`config.mk`:
```
export PLATFORM = sky130hd
export DESIGN_NAME = trimmed_mean_battery_level
export DESIGN_NICKNAME = d
export VERILOG_FILES = /design/src/rtl/tmbl_pkg.sv /design/src/rtl/tmbl_div.sv /design/src/rtl/trimmed_mean_battery_level.sv
export SDC_FILE = /design/constraint.sdc
export NUM_CORES = 1
export LEC_CHECK = 0
export BUFFER_PORTS_ARGS = -buffer_cell sky130_fd_sc_hd__buf_2
export CORE_ASPECT_RATIO = 0.7
export CORE_MARGIN = 5
export CORE_UTILIZATION = 60
export DETAILED_ROUTE_END_ITERATION = 8
export HOLD_SLACK_MARGIN = 0.05
export PLACE_DENSITY = 0.86
export SYNTH_ARGS = -nofsm -noshare
export SYNTH_HDL_FRONTEND = slang
export SYNTH_HIERARCHICAL = 1
export SYNTH_SLANG_ARGS = --single-unit
```
`constraint.sdc`:
```
create_clock -name clock -period 5.35 [get_ports clock]
set_input_delay 0.2675 -clock clock [delete_from_list [all_inputs] [get_ports clock]]
set_output_delay 0.2675 -clock clock [all_outputs]
set_load 0.005 [all_outputs]
```
`src/rtl/tmbl_pkg.sv`:
```
// Shared constants and types for the trimmed-mean battery level block.
// No dependencies.
package tmbl_pkg;

   localparam int SAMPLE_BITS       = 12;
   localparam int SAMPLES_PER_BURST = 10;
   localparam int BURSTS_PER_RESULT = 4;

   localparam int COUNT_W  = $clog2(SAMPLES_PER_BURST);
   localparam int BURST_W  = $clog2(BURSTS_PER_RESULT);
   localparam int TOTAL_W  = SAMPLE_BITS + $clog2(SAMPLES_PER_BURST);
   localparam int MEANS_W  = SAMPLE_BITS + BURST_W;
   localparam int PCT_W    = 7;
   localparam int QUOT_W   = PCT_W;
   localparam int NUM_W    = SAMPLE_BITS + QUOT_W;
   localparam int DCNT_W   = $clog2(QUOT_W + 1);
   localparam int CSR_AW   = 3;
   localparam int CSR_DW   = 32;

   localparam logic [PCT_W-1:0] PCT_FULL = PCT_W'(100);
   localparam logic [PCT_W-1:0] PCT_ZERO = '0;

   // register indexes (paddr[2])
   localparam logic REG_EMPTY = 1'b0;
   localparam logic REG_FULL  = 1'b1;

   // divider status
   typedef struct packed {
      logic busy;
      logic done;
   } tmbl_div_sts_type;

endpackage

```
`src/rtl/tmbl_div.sv`:
```
// Iterative restoring divider, one quotient bit per cycle.
// Depends on tmbl_pkg. Quotient must fit in QUOT_W bits.
module tmbl_div
   import tmbl_pkg::*;
(
   input  logic                   clock,
   input  logic                   reset,
   input  logic                   start,
   input  logic [NUM_W-1:0]       numerator,
   input  logic [SAMPLE_BITS-1:0] divisor,
   output logic [QUOT_W-1:0]      quotient,
   output tmbl_div_sts_type       sts
);

   logic [SAMPLE_BITS-1:0] rem_ff, rem_in;
   logic [QUOT_W-1:0]      num_lo_ff, num_lo_in;
   logic [SAMPLE_BITS-1:0] den_ff, den_in;
   logic [QUOT_W-1:0]      quot_ff, quot_in;
   logic [DCNT_W-1:0]      cnt_ff, cnt_in;
   logic                   done_ff, done_in;

   logic [SAMPLE_BITS:0]   trial;
   logic [SAMPLE_BITS:0]   diff;
   logic                   fits;

   always_comb begin
      trial = {rem_ff, num_lo_ff[QUOT_W-1]};
      diff  = trial - {1'b0, den_ff};
      fits  = (trial >= {1'b0, den_ff});

      rem_in    = rem_ff;
      num_lo_in = num_lo_ff;
      den_in    = den_ff;
      quot_in   = quot_ff;
      cnt_in    = cnt_ff;
      done_in   = 1'b0;

      if (start) begin
         // top bits are already below the divisor since quotient < 2**QUOT_W
         rem_in    = numerator[NUM_W-1:QUOT_W];
         num_lo_in = numerator[QUOT_W-1:0];
         den_in    = divisor;
         quot_in   = '0;
         cnt_in    = DCNT_W'(QUOT_W);
      end else if (cnt_ff != '0) begin
         rem_in    = fits ? diff[SAMPLE_BITS-1:0] : trial[SAMPLE_BITS-1:0];
         num_lo_in = {num_lo_ff[QUOT_W-2:0], 1'b0};
         quot_in   = {quot_ff[QUOT_W-2:0], fits};
         cnt_in    = cnt_ff - DCNT_W'(1);
         done_in   = (cnt_ff == DCNT_W'(1));
      end
   end

   always_ff @(posedge clock) begin
      rem_ff    <= rem_in;
      num_lo_ff <= num_lo_in;
      den_ff    <= den_in;
      quot_ff   <= quot_in;
      if (reset) begin
         cnt_ff  <= '0;
         done_ff <= 1'b0;
      end else begin
         cnt_ff  <= cnt_in;
         done_ff <= done_in;
      end
   end

   assign quotient = quot_ff;
   assign sts.busy = (cnt_ff != '0);
   assign sts.done = done_ff;

endmodule

```
`src/rtl/trimmed_mean_battery_level.sv`:
```
// Trimmed-mean battery level top: trimming, averaging, percent scaling; uses tmbl_pkg, tmbl_div.
// Flow: each request is taken in idle; the 10th of a burst then adds a trim step; the 40th adds trim,
// scale, the divider (one step per quotient bit, then done) and an output load before rsp_valid rises.
// Throughput: 40 requests per result; input stalled during trim, scale, divide and output load
// (no divide when the level clamps) plus any result hold-off, mostly the divider.
// Reset (synchronous): burst/average state cleared, empty_level 0, full_level 4095.
module trimmed_mean_battery_level
   import tmbl_pkg::*;
(
   input  logic                   clock,
   input  logic                   reset,
   // request channel
   input  logic                   req_valid,
   output logic                   req_stall,
   input  logic [SAMPLE_BITS-1:0] req_sample,
   // result channel
   output logic                   rsp_valid,
   input  logic                   rsp_stall,
   output logic [PCT_W-1:0]       rsp_level_percent,
   output logic [SAMPLE_BITS-1:0] rsp_average_raw,
   // register port
   input  logic                   csr_psel,
   input  logic                   csr_penable,
   input  logic                   csr_pwrite,
   input  logic [CSR_AW-1:0]      csr_paddr,
   input  logic [CSR_DW-1:0]      csr_pwdata,
   output logic [CSR_DW-1:0]      csr_prdata,
   output logic                   csr_pready
);

   // sequencer states
   localparam logic [2:0] ST_IDLE  = 3'd0;  // taking requests
   localparam logic [2:0] ST_TRIM  = 3'd1;  // burst closed, fold trimmed mean
   localparam logic [2:0] ST_SCALE = 3'd2;  // clamp or launch divide
   localparam logic [2:0] ST_DIV   = 3'd3;  // waiting on divider
   localparam logic [2:0] ST_POST  = 3'd4;  // hand result to output register

   logic [2:0]             state_ff, state_in;

   // config registers
   logic [SAMPLE_BITS-1:0] empty_ff, empty_in;
   logic [SAMPLE_BITS-1:0] full_ff, full_in;

   // burst accumulation
   logic [TOTAL_W-1:0]     total_ff, total_in;
   logic [SAMPLE_BITS-1:0] largest_ff, largest_in;
   logic [SAMPLE_BITS-1:0] smallest_ff, smallest_in;
   logic [COUNT_W-1:0]     count_ff, count_in;
   logic [BURST_W-1:0]     bursts_ff, bursts_in;
   logic [MEANS_W-1:0]     means_ff, means_in;

   // result path
   logic [SAMPLE_BITS-1:0] level_ff, level_in;
   logic [PCT_W-1:0]       pct_ff, pct_in;
   logic                   rsp_valid_ff, rsp_valid_in;
   logic [PCT_W-1:0]       rsp_pct_ff, rsp_pct_in;
   logic [SAMPLE_BITS-1:0] rsp_raw_ff, rsp_raw_in;

   // divider interface
   logic                   div_start;
   logic [NUM_W-1:0]       div_num;
   logic [SAMPLE_BITS-1:0] div_den;
   logic [QUOT_W-1:0]      div_quot;
   tmbl_div_sts_type       div_sts;

   logic                   accept;
   logic                   csr_wr;
   logic [TOTAL_W-1:0]     trimmed_wide;
   logic [MEANS_W-1:0]     means_sum;
   logic [SAMPLE_BITS-1:0] span;
   logic [NUM_W-1:0]       span_ext;
   logic                   load_out;

   assign accept = req_valid && !req_stall;
   assign csr_wr = csr_psel && csr_penable && csr_pwrite && csr_pready;

   // register writes; values already fit SAMPLE_BITS after the slice
   always_comb begin
      empty_in = empty_ff;
      full_in  = full_ff;
      if (csr_wr) begin
         case (csr_paddr[2])
            REG_EMPTY: empty_in = csr_pwdata[SAMPLE_BITS-1:0];
            REG_FULL:  full_in  = csr_pwdata[SAMPLE_BITS-1:0];
            default:   ;
         endcase
      end
   end

   always_comb begin
      case (csr_paddr[2])
         REG_EMPTY: csr_prdata = CSR_DW'(empty_ff);
         REG_FULL:  csr_prdata = CSR_DW'(full_ff);
         default:   csr_prdata = '0;
      endcase
   end
   assign csr_pready = 1'b1;

   // trimmed mean: total minus one largest and one smallest, divided by 8
   assign trimmed_wide = (total_ff - TOTAL_W'(largest_ff) - TOTAL_W'(smallest_ff)) >> 3;
   assign means_sum    = means_ff + trimmed_wide[MEANS_W-1:0];

   // (level - empty) * 100 as shift-add: 64 + 32 + 4
   assign span     = level_ff - empty_ff;
   assign span_ext = NUM_W'(span);
   assign div_num  = (span_ext << 6) + (span_ext << 5) + (span_ext << 2);
   assign div_den  = full_ff - empty_ff;

   // output register frees when taken, so the next burst can start meanwhile
   assign load_out = (state_ff == ST_POST) && (!rsp_valid_ff || !rsp_stall);

   always_comb begin
      state_in    = state_ff;
      total_in    = total_ff;
      largest_in  = largest_ff;
      smallest_in = smallest_ff;
      count_in    = count_ff;
      bursts_in   = bursts_ff;
      means_in    = means_ff;
      level_in    = level_ff;
      pct_in      = pct_ff;
      div_start   = 1'b0;

      case (state_ff)
         ST_IDLE: begin
            if (accept) begin
               total_in    = total_ff + TOTAL_W'(req_sample);
               largest_in  = (req_sample > largest_ff)  ? req_sample : largest_ff;
               smallest_in = (req_sample < smallest_ff) ? req_sample : smallest_ff;
               count_in    = count_ff + COUNT_W'(1);
               if (count_ff == COUNT_W'(SAMPLES_PER_BURST - 1)) begin
                  state_in = ST_TRIM;
               end
            end
         end
         ST_TRIM: begin
            total_in    = '0;
            largest_in  = '0;
            smallest_in = '1;
            count_in    = '0;
            bursts_in   = bursts_ff + BURST_W'(1);
            if (bursts_ff == BURST_W'(BURSTS_PER_RESULT - 1)) begin
               level_in = means_sum[MEANS_W-1:BURST_W];
               means_in = '0;
               state_in = ST_SCALE;
            end else begin
               means_in = means_sum;
               state_in = ST_IDLE;
            end
         end
         ST_SCALE: begin
            // full test first: covers empty >= full with no divide
            if (level_ff >= full_ff) begin
               pct_in   = PCT_FULL;
               state_in = ST_POST;
            end else if (level_ff <= empty_ff) begin
               pct_in   = PCT_ZERO;
               state_in = ST_POST;
            end else begin
               div_start = 1'b1;
               state_in  = ST_DIV;
            end
         end
         ST_DIV: begin
            if (div_sts.done) begin
               pct_in   = div_quot;
               state_in = ST_POST;
            end
         end
         ST_POST: begin
            if (load_out) begin
               state_in = ST_IDLE;
            end
         end
         default: state_in = ST_IDLE;
      endcase
   end

   always_comb begin
      rsp_valid_in = rsp_valid_ff && rsp_stall;
      rsp_pct_in   = rsp_pct_ff;
      rsp_raw_in   = rsp_raw_ff;
      if (load_out) begin
         rsp_valid_in = 1'b1;
         rsp_pct_in   = pct_ff;
         rsp_raw_in   = level_ff;
      end
   end

   tmbl_div u_div (
      .clock     (clock),
      .reset     (reset),
      .start     (div_start),
      .numerator (div_num),
      .divisor   (div_den),
      .quotient  (div_quot),
      .sts       (div_sts)
   );

   always_ff @(posedge clock) begin
      level_ff   <= level_in;
      pct_ff     <= pct_in;
      rsp_pct_ff <= rsp_pct_in;
      rsp_raw_ff <= rsp_raw_in;
      if (reset) begin
         state_ff     <= ST_IDLE;
         empty_ff     <= '0;
         full_ff      <= '1;
         total_ff     <= '0;
         largest_ff   <= '0;
         smallest_ff  <= '1;
         count_ff     <= '0;
         bursts_ff    <= '0;
         means_ff     <= '0;
         rsp_valid_ff <= 1'b0;
      end else begin
         state_ff     <= state_in;
         empty_ff     <= empty_in;
         full_ff      <= full_in;
         total_ff     <= total_in;
         largest_ff   <= largest_in;
         smallest_ff  <= smallest_in;
         count_ff     <= count_in;
         bursts_ff    <= bursts_in;
         means_ff     <= means_in;
         rsp_valid_ff <= rsp_valid_in;
      end
   end

   // requests only taken while the sequencer is idle
   assign req_stall         = (state_ff != ST_IDLE);
   assign rsp_valid         = rsp_valid_ff;
   assign rsp_level_percent = rsp_pct_ff;
   assign rsp_average_raw   = rsp_raw_ff;

   // last request of a burst always leads to the trim step
   a_burst_close: assert property (@(posedge clock) disable iff (reset)
      (accept && count_ff == COUNT_W'(SAMPLES_PER_BURST - 1)) |=> state_ff == ST_TRIM)
      else $error("burst close did not enter trim");

   // divider only runs under the divide state
   a_div_owned: assert property (@(posedge clock) disable iff (reset)
      (div_sts.busy || div_sts.done) |-> state_ff == ST_DIV)
      else $error("divider active outside divide state");

   // percentage never exceeds full scale
   a_pct_range: assert property (@(posedge clock) disable iff (reset)
      rsp_valid_ff |-> rsp_pct_ff <= PCT_FULL)
      else $error("percent out of range");

endmodule

```
# Word level (Yosys, flattened, before mapping)
# Index checks and enable logic that the tools add are counted.
# word_totals
in_bits	54
word_cells	112
register_bits	168
out_inout_bits	54
# classes
n_reduce_logical	24
order_cmp	5
bitwise_logic	2
n_eq_ne	14
n_addsub	12
mux	35
# op_table
operator	count
two-way mux 12 bit	7
case mux 32 bit (2 select lines)	1
case mux 12 bit (2 select lines)	2
subtractor 12 bit	3
two-way mux 7 bit	5
case mux 16 bit (2 select lines)	1
subtractor 16 x 12 -> 16 bit	2
two-way mux 3 bit	8
adder 18 x 17 -> 19 bit	1
adder 19 x 14 -> 19 bit	1
adder 16 x 12 -> 16 bit	1
two-way mux 16 bit	1
case mux 3 bit (5 select lines)	1
adder 14 x 13 -> 14 bit	1
two-way mux 14 bit	1
case mux 7 bit (2 select lines)	1
greater-or-equal comparator 13 x 12 -> 1 bit	1
greater-or-equal comparator 12 bit	1
greater-than comparator 12 bit	1
<= comparator 12 bit	1
less-than comparator 12 bit	1
inequality test 2 bit, second input constant	5
AND reduction 3 bit	3
case mux 4 bit (2 select lines)	1
23 further kinds	41

# Depth between registers and ports, before layout
# Gate-level depths: netlist of the first run.
# depth
ltp_word	5
depth_mapped	23
ltp_nobuf	23

# Modules after synthesis
# Netlist of the first run, hierarchy kept.
# by_module_without_submodules
module	seq_area_each_um2	instances	cells_per_inst	area_per_inst_um2
trimmed_mean_battery_level	2902.8	1	1042	9221.3
tmbl_div	1151.1	1	216	2324.7

# Worst setup path before layout of the first run
# OpenSTA, ideal clock, no wires.
# synth_timing
path_kind	reg-to-reg
from	register empty_ff[1]
to	register u_div.rem_ff[10] (data pin)
t_arrival_ns	4.121
stages_incl_launch_ff	21
t_required_ns	5.089
setup_ns	0.261
path_buffers	0
slack_ns	0.968
synth_period_minus_slack_ns	4.382
path_cell_list	dfxtp_1 inv_1 ha_1 nor2b_1 o21ai_1 nand2b_1 a31oi_1 nor2b_1 xnor2_1 inv_1 fa_1 inv_1 ha_1 a21oi_1 o21ai_1 o41a_1 a41o_1 nor3_1 o21bai_1 xor2_1 a221o_1
# synth_between
elab_cells_between_ends	8
cone_classes	add/sub (3); order compare (1); mux (4)
# synth_rtl
element	line_no	text
from (decl)	trimmed_mean_battery_level.sv:41	logic [SAMPLE_BITS-1:0] empty_ff, empty_in;
from (signal assigned)	trimmed_mean_battery_level.sv:218	empty_ff <= empty_in;
subtractor 12 bit *	trimmed_mean_battery_level.sv:104	assign span = level_ff - empty_ff;
adder 18 x 17 -> 19 bit	trimmed_mean_battery_level.sv:106	assign div_num = (span_ext << 6) + (span_ext << 5) + (span_ext << 2);
adder 19 x 14 -> 19 bit *	trimmed_mean_battery_level.sv:106	
named net div_num[17]	trimmed_mean_battery_level.sv:61	logic [NUM_W-1:0] div_num;
two-way mux 12 bit *	tmbl_div.sv:38	if (start) begin
named net u_div.rem_in[10]	tmbl_div.sv:15	logic [SAMPLE_BITS-1:0] rem_ff, rem_in;
to (signal assigned)	tmbl_div.sv:55	rem_ff <= rem_in;
to (decl)	tmbl_div.sv:15	
# Mark *: on every way through the listed nets, which the timed path passes. The rest lies on a longest branch.
# A chain may end at the register's enable or synchronous reset.

# Worst setup path in the final report of the first run
# Same ends and word-level chain as after synthesis.

==> flow_summary.json, run 1 <==
{
  "outcome": "finished, final reports clean",
  "cts_buffers": 17,
  "crit_arrival_ns": 5.02,
  "grt_first_pass_wirelength_mm": 44.4,
  "grt_overflow": 0,
  "cts_tree": "yes",
  "post_cts_resized": 0,
  "postRouteAntennaNets": 0,
  "layout_common_cells": "132 x ha_1, 120 x nand2_1, 115 x inv_1",
  "vias": 9385,
  "clock-skew-final_ns": 0.0141,
  "critPathMaxFanout": 4,
  "grt_usage_pct": 24.6,
  "core_um2": 18900,
  "cts_root_buf": "clkbuf_16",
  "finalCritPeriodShare_pct": 90.4,
  "rsz0062_at_grt": "false",
  "gp_congestion": 0.935,
  "rows": 42,
  "hold_depth": 2,
  "max_slew_margin_pct": 20.8,
  "antenna_found_initial": 0,
  "hp-class": "input pin to register",
  "final_common_cell": "ha_1",
  "syn_to_final_growth_pct": 9.84,
  "synth.largest_area_cell": "edfxtp_1",
  "synth_edf_count": 69,
  "dieArea_um2": 22200,
  "htree_levels": 4,
  "finalSetupViolCount": 0,
  "synth-seq-cells": 168,
  "fin_util_pct": 67.0,
  "final_max_slew_viol_count": 0,
  "p_per_area_nw_per_um2": 373,
  "fmax_mhz": 207,
  "first_pass_iters": 6,
  "n_fill_cell": 1411,
  "tns_ns": 0,
  "avgSynthCellArea_um2": 9.18,
  "drc_errors": 0,
  "syn-instance-count": 1258,
  "post_drt_wl_per_cell_um": 17.5,
  "hold_viol_final": 0,
  "seq_area_um2": 4050,
  "die_y_um": 126,
  "n_antenna_cell": 0,
  "max-cap-violations": 0,
  "drt_wl_total_mm": 27.5,
  "num_io_pins": 108,
  "cp-start-kind": "register",
  "yosys_warnings": 6,
  "worst_slew_pin_slew_ns": 1.19,
  "required_ns": 5.54,
  "synth_ff_type": "dfxtp_1",
  "multi_input_area_um2": 6840,
  "place_area_um2": 12000,
  "hold_buffers": 10,
  "synth.area.top_cells": "edfxtp_1 18%, dfxtp_1 17%, ha_1 14%",
  "start_util_pct": 61.0,
  "clkSlewWorstSetupHoldPaths_ns": 0.07,
  "ff2ff_setup_slack_ns": 0.52,
  "reg2reg_to": "u_div/rem_ff[10]",
  "synth-async-reset-ratio_pct": 0,
  "grt_pass1_vias": 8823,
  "drive_gt1_share_pct": 9.62,
  "leakagePower_nw": 5.62,
  "r2r_start": "empty_ff[1]",
  "final_nets": 1528,
  "io_buffers": 64,
  "vias_per_cell": 5.97,
  "period_minus_slack_ns": 4.83,
  "ir_worst_vdd_uv": 206,
  "synth_seq_area_share_pct": 35.1,
  "endpoint_kind": "register",
  "postLayoutCellArea_um2": 12700,
  "syn_area_um2": 11500,
  "clockBufferDepth": 2,
  "worstHoldEndpoint": "full_ff[2]",
  "clock_sinks": 168,
  "path_class": "register to register",
  "clock_latency_ns": 0.44,
  "hold_start": "csr_pwdata[2]",
  "place_hpwl_mm": 20.1,
  "power_mw": 4.73,
  "yosys.area.top_type_share_pct": 17.9,
  "grt_max_degree": 54,
  "rr_worst_depth": 20,
  "die_w_um": 176,
  "synth_cell_types": 72,
  "cts_setup_buffers": 0,
  "drt-initial-drc-count": 985
}
## synth_stat cells (4+ instances only)
cell       instances
nand3_1           29
buf_4             22
o2111ai_1          6
nor4_1             5
o31ai_1            8
a22o_1            13
o21ai_0           31
o21ai_1           33
mux2i_1            5
nand4_1           15
dfxtp_1           99
a211o_1           15
o21a_1            10
and2_1             9
and3_1             9
nor3b_1            8
o21bai_1           6
a211oi_1           7
fa_1              25
mux2_2            11
edfxtp_1          69
nor3_1            32
or3_1             13
nor2_1            76
a21oi_1           85
clkbuf_1          36
a21o_1            30
mux2_1             4
nand2b_1          13
a221o_1            5
a31oi_1           22
xor2_1            23
inv_1            115
ha_1             132
nor2b_1           20
xnor2_1           46
nand2_1          120
## power by group
group / internal (mW) / switching [mW]
Sequential: 1.57 / 0.0925
Combinational: 0.775 / 1.06
Clock: 0.642 / 0.587
Total: 2.99 / 1.74
## worst max-delay path: stages (launching register included)
cell      delay [ns]
dfxtp_1         0.45
inv_1           0.12
ha_1            0.31
nor2b_1         0.13
o21ai_1         0.12
nand2b_1        0.09
a31oi_1         0.27
nor2b_1         0.20
xnor2_1         0.20
inv_1           0.13
fa_1            0.56
inv_1           0.06
ha_1            0.29
a21oi_1         0.19
o21ai_1         0.13
o41a_1          0.35
a41o_1          0.26
nor3_1          0.12
o21bai_1        0.10
xor2_1          0.14
a221o_1         0.33
## per-layer routing
metal | GRT usage, % | wire [um]
met2 | 36.9 | 11900
met4 | 7.01 | 440
met5 | 0 | 0
met3 | 5.51 | 2430
met1 | 35.9 | 12700
## cell type report
cell class,instances,share of cell area [%]
clock buffers,18,3.55
clock inverters,14,0.996
inverters,117,3.46
multi-input cells,933,54.0
flip-flops and latches,168,32.0
well taps,242,2.39
repair buffers,80,3.67
## worst max-delay path by stage
stage / startpoint / end / slack, ns / cells past startpoint
final: empty_ff[1] / u_div/rem_ff[10] / 0.52 / 20
after global routing: empty_ff[1] / u_div/rem_ff[10] / 0.19 / 20
after CTS: empty_ff[1] / u_div/rem_ff[10] / 0.56 / 20
after detailed placement: empty_ff[1] / u_div/rem_ff[10] / 0.58 / 20
after global placement: empty_ff[1] / u_div/rem_ff[10] / 0.69 / 20
after floorplan: empty_ff[1] / u_div/rem_ff[10] / 0.97 / 20
## sequential cells by signal, summed over array words and instances (netlist names), 12 cells and up
signal	count
u_div/rem_ff	12
smallest_ff	12
total_ff	16
largest_ff	12
means_ff	14
level_ff	12
u_div/den_ff	12
empty_ff	12
full_ff	12
rsp_average_raw	12
## logic make-up after synthesis
group	after synthesis	share of synthesized area, %
simple gates	364	15.1
compound gates	300	17.4
buf+inv	178	6.53
flops	168	35.1
fa+ha+maj	157	18.6
xor+xnor	69	5.23
mux	20	1.90
other cells	2	0.0650
## through the flow
| step | hold slack (ns) | setup slack (ns) | cells |
|---|---|---|---|
| 2_1_floorplan | 0.337 | 0.968 | 1279 |
| 3_3_place_gp | 0.403 | 0.693 | 1530 |
| 3_5_place_dp | 0.408 | 0.580 | 1530 |
| 4_1_cts | 0.0635 | 0.564 | 1572 |
| 5_1_grt | 0.0597 | 0.187 | 1572 |
| 6_report | 0.0728 | 0.516 | 1572 |
Note: power is estimated with default switching activity, not from simulation.
==> inputs of run 2 (changes only) <==
CORE_UTILIZATION = 55   (was 60)
GPL_TIMING_DRIVEN = 0   (was default)
PLACE_DENSITY = 0.83   (was 0.86)
clock period = 4 ns   (was 5.35 ns; I/O delays follow)
==> run 2 against run 1 <==
Against the previous run: highest routed layer unchanged; maximum frequency grew 7.1%; first-iteration DRC count up 14%; the flow now finishes with violations (setup timing); largest power group unchanged; critical endpoint unchanged; sequential share of layout area shrank 3.2 points; final cell count grew 9.6%; worst setup slack got worse by 1.0 ns.
==> flow_summary.json, run 2 (synthesis gave the netlist of run 1 again) <==
{
  "p_int_mw": 4.34,
  "cp-start-kind": "register",
  "path_class": "register to register",
  "vias_per_cell": 6.04,
  "grt_pass1_vias": 9515,
  "die_w_um": 183,
  "drc_errors": 0,
  "max_slew_margin_pct": 44.1,
  "post_drt_wl_per_cell_um": 19.7,
  "top_register": "total_ff",
  "grt_first_pass_wirelength_mm": 49.6,
  "cts_buffers": 17,
  "p_seq_share_pct": 32.1,
  "fin_util_pct": 68.4,
  "rows": 44,
  "finalCritPeriodShare_pct": 113,
  "drt-initial-drc-count": 1122,
  "finalSetupViolCount": 9,
  "layout_common_cells": "115 x nand2_1, 112 x ha_1, 105 x inv_1",
  "power_mw": 6.98,
  "p_per_area_nw_per_um2": 493,
  "endpoint_kind": "register",
  "setup_ws_ns": -0.514,
  "final_max_slew_viol_count": 0,
  "worst_slew_pin_slew_ns": 0.832,
  "critPathMaxFanout": 4,
  "clkSlewWorstSetupHoldPaths_ns": 0.08,
  "place_hpwl_mm": 22.8,
  "clockBufferDepth": 2,
  "cts_root_buf": "clkbuf_16",
  "grt_max_degree": 20,
  "clock-skew-final_ns": 0.00977,
  "drive_gt1_share_pct": 20.8,
  "htree_levels": 4,
  "p_comb_share_pct": 43.8,
  "leakagePower_nw": 6.16,
  "largest_reg_flops": 16,
  "first_pass_iters": 5,
  "final_nets": 1644,
  "violations": "setup timing",
  "required_ns": 4.19,
  "reg.largest.list": "total_ff x16, means_ff x14",
  "clock_latency_ns": 0.44,
  "io_buffers": 63,
  "p_switching_mw": 2.64,
  "syn_to_final_growth_pct": 22.6,
  "cts_tree": "yes",
  "outcome": "finished, violations left",
  "max-cap-violations": 0,
  "ir_worst_vdd_uv": 281,
  "antenna_found_initial": 0,
  "start_util_pct": 55.8,
  "dieArea_um2": 24000,
  "grt_overflow": 0,
  "power_frac_clock_pct": 24.1,
  "num_io_pins": 108,
  "crit_arrival_ns": 4.70,
  "period_minus_slack_ns": 4.51,
  "swShare_pct": 37.8,
  "die_y_um": 131,
  "grt_usage_pct": 25.3,
  "hold_viol_final": 0,
  "core_um2": 20700,
  "hp-class": "input pin to register",
  "drt_wl_total_mm": 34.0,
  "fmax_mhz": 222,
  "final_common_cell": "nand2_1",
  "postRouteAntennaNets": 0,
  "gp_congestion": 0.917,
  "clock_sinks": 168,
  "vias": 10399,
  "rsz0062_at_grt": "true"
}
## run 2: routing by layer
| metal | share of wire [%] | GRT usage, % | vias up |
|---|---|---|---|
| met5 | 0 | 0 | - |
| met4 | 3.3 | 6.49 | 0 |
| met3 | 10 | 5.06 | 116 |
| met2 | 45 | 38.9 | 629 |
| met1 | 41 | 36.8 | 4887 |
| li1 | - | - | 4767 |
## run 2: worst max-delay path, stage by stage (launching register included)
cell      delay, ns
edfxtp_1       0.45
ha_4           0.31
nor2b_4        0.15
o21ai_2        0.05
nand2b_1       0.11
a31oi_2        0.11
buf_4          0.16
a211o_4        0.36
o21ai_2        0.22
xor2_2         0.22
fa_1           0.44
ha_1           0.42
nand3_1        0.14
nand2_1        0.10
a41o_1         0.26
nor3_2         0.15
o21bai_1       0.13
xor2_1         0.16
a221o_1        0.34
## run 2: cell type report
cell class | instances | area, um^2
inverters | 117 | 439
multi-input cells | 933 | 7480
clock inverters | 15 | 154
plain buffers | 60 | 313
repair buffers | 136 | 928
well taps | 276 | 345
fillers | 1432 | 6550
flip-flops and latches | 168 | 4070
clock buffers | 17 | 425
diodes | 1 | 2.50
## run 2: metrics by stage
stage	hold slack (ns)	TNS, ns	setup slack (ns)	instance area, um^2	cells
after floorplan	0.269	-0.193	-0.171	11700	1279
after global placement	0.406	-30.13	-0.978	12300	1618
after detailed placement	0.405	-3.83	-0.603	12400	1620
after CTS	0.0534	-1.32	-0.399	13600	1694
after global routing	0.0630	-3.59	-0.599	14100	1722
final	0.0551	-2.48	-0.514	14200	1723
## run 2: repair_timing
action,4_1_cts,5_1_grt
hold buffers,14,0
gates resized for setup,42,79
pin swaps,35,55
setup buffers,29,29
setup endpoints to repair,14,33
hold endpoints to repair,26,0
## run 2: worst paths after layout
kind / depth (start not counted) / slack [ns] / to / from
max: 18 / -0.51 / u_div/rem_ff[10] / level_ff[1]
min: 3 / 0.06 / largest_ff[4] / req_sample[4]
max reg2reg: 18 / -0.51 / u_div/rem_ff[10] / level_ff[1]
min reg2reg: 0 / 0.42 / rsp_level_percent[0] / pct_ff[0]
## run 2: power by group through the flow
stage                     Sequential (mW)  Combinational (mW)  Clock, mW
final                                2.24                3.06       1.68
after global routing                 2.25                3.31       1.75
after CTS                            2.22                2.64       1.67
after detailed placement             2.26                2.43          0
after global placement               2.25                2.32          0
after floorplan                      2.22                1.90          0
==> inputs of run 3 (changes only) <==
PLACE_DENSITY = 0.77   (was 0.83)
==> run 3 against run 2 <==
Against the previous run: the flow still finishes with violations (setup timing); power down 3.6%; non-clock buffer count is 13 lower; maximum frequency increased by 0.70%; largest power group unchanged; highest routed layer unchanged.
==> flow_summary.json, run 3 (synthesis gave the netlist of run 1 again) <==
{
  "clock_sinks": 168,
  "grt_pass1_vias": 8950,
  "gp_congestion": 0.927,
  "drive_gt1_share_pct": 18.1,
  "ir_worst_vdd_uv": 401,
  "max_slew_margin_pct": 43.6,
  "final_max_slew_viol_count": 0,
  "path_delay_family": "compound AO/OA/AOI/OAI gates",
  "grt_usage_pct": 24.7,
  "fin_util_pct": 66.8,
  "tns_ns": -2.02,
  "die_y_um": 131,
  "clock-skew-final_ns": 0.0134,
  "hp-class": "input pin to register",
  "max_stage_delay_ns": 0.57,
  "hold_ws_ns": 0.0618,
  "num_io_pins": 108,
  "vias_per_cell": 5.73,
  "layout_common_cells": "118 x nand2_1, 116 x ha_1, 107 x inv_1",
  "top_register": "total_ff",
  "max-cap-violations": 0,
  "finalCritPeriodShare_pct": 112,
  "leakagePower_nw": 6.05,
  "start_util_pct": 55.8,
  "r2r_start": "level_ff[1]",
  "io_buffers": 63,
  "antenna_found_initial": 0,
  "cp_num_buf_inv": 6,
  "place_area_um2": 12400,
  "drt-initial-drc-count": 875,
  "final_nets": 1631,
  "cts_root_buf": "clkbuf_16",
  "drc_errors": 0,
  "cp-start-kind": "register",
  "dp_slack_ns": -0.595,
  "dieArea_um2": 24000,
  "rows": 44,
  "postLayoutCellArea_um2": 13800,
  "outcome": "finished, violations left",
  "fmax_mhz": 223,
  "setup_ws_ns": -0.482,
  "required_ns": 4.18,
  "slowest_stage": "fa_1",
  "reg.largest.list": "total_ff x16, means_ff x14",
  "syn_to_final_growth_pct": 19.8,
  "hold_viol_final": 0,
  "drt_wl_total_mm": 30.8,
  "n_antenna_cell": 0,
  "place_hpwl_mm": 22.4,
  "first_pass_iters": 5,
  "grt_overflow": 0,
  "clkSlewWorstSetupHoldPaths_ns": 0.07,
  "worst_slew_pin_slew_ns": 0.846,
  "finalSetupViolCount": 7,
  "crit_arrival_ns": 4.66,
  "largest_reg_flops": 16,
  "htree_levels": 4,
  "hold_start": "req_sample[10]",
  "final_common_cell": "nand2_1",
  "clock_latency_ns": 0.45,
  "p_per_area_nw_per_um2": 486,
  "crit_start": "level_ff[1]",
  "postRouteAntennaNets": 0,
  "grt_first_pass_wirelength_mm": 47.8,
  "rsz0062_at_grt": "true",
  "crit_chain": "buf_6 -> inv_2 -> fa_2 -> buf_4 -> buf_4 -> xnor2_1 -> inv_1 -> fa_1 -> inv_1 -> ha_1 -> a21oi_2 -> o21ai_2 -> o41a_1 -> a41o_1 -> nor3_2 -> o21bai_1 -> xor2_1 -> a221o_1",
  "grt_max_degree": 20,
  "period_minus_slack_ns": 4.48,
  "endpoint_kind": "register",
  "vias": 9797,
  "die_w_um": 183,
  "clockBufferDepth": 2,
  "critPathMaxFanout": 3,
  "path_class": "register to register",
  "core_um2": 20700,
  "violations": "setup timing",
  "cts_tree": "yes",
  "cts_buffers": 17,
  "post_drt_wl_per_cell_um": 18.0
}
## run 3: power breakdown
part	internal [mW]	switching, mW	leakage, nW	total (mW)
Sequential	2.10	0.124	1.44	2.22
Combinational	1.29	1.60	4.33	2.88
Clock	0.857	0.761	0.280	1.62
## run 3: per-layer routing
metal	vias up	routed length [um]	global-route usage [%]
met2	407	13200	35.2
met1	4610	14400	38.1
met4	0	435	5.58
met3	43	2800	5.52
li1	4737	-	-
met5	-	0	0
## run 3: repair_timing
action	CTS	global route
hold buffers	20	0
endpoints found under the hold margin	31	0
gates cloned	0	0
setup buffers	28	10
pin swaps	26	38
resized for setup	30	51
setup endpoints to repair	15	36
## run 3: stage by stage
step,power (mW),std cells
floorplan,4.12,1279
global placement,4.61,1618
detailed placement,4.68,1620
CTS,6.46,1699
global route,7.10,1709
finish,6.72,1709
## run 3: worst reg2reg max path: stages (launching register included)
cell and delay, ns:
edfxtp_1 0.45, buf_6 0.14, inv_2 0.04, fa_2 0.36, buf_4 0.14, buf_4 0.12
xnor2_1 0.20, inv_1 0.13, fa_1 0.57, inv_1 0.05, ha_1 0.32, a21oi_2 0.23
o21ai_2 0.10, o41a_1 0.36, a41o_1 0.27, nor3_2 0.11, o21bai_1 0.10, xor2_1 0.16
a221o_1 0.38
## run 3: worst paths after layout
kind | to | slack [ns] | depth (start not counted)
max | u_div/rem_ff[10] | -0.48 | 18
min | largest_ff[10] | 0.06 | 3
max reg2reg | u_div/rem_ff[10] | -0.48 | 18
min reg2reg | rsp_level_percent[6] | 0.42 | 0
## run 3: area by class of cell
type	instances	area, um^2
tap	276	345
inverter	117	439
sequential	168	4070
fill	1591	6870
timing repair buffer	123	835
buffer	60	312
multi-input combinational	933	7270
clock inverter	12	101
clock buffer	20	462
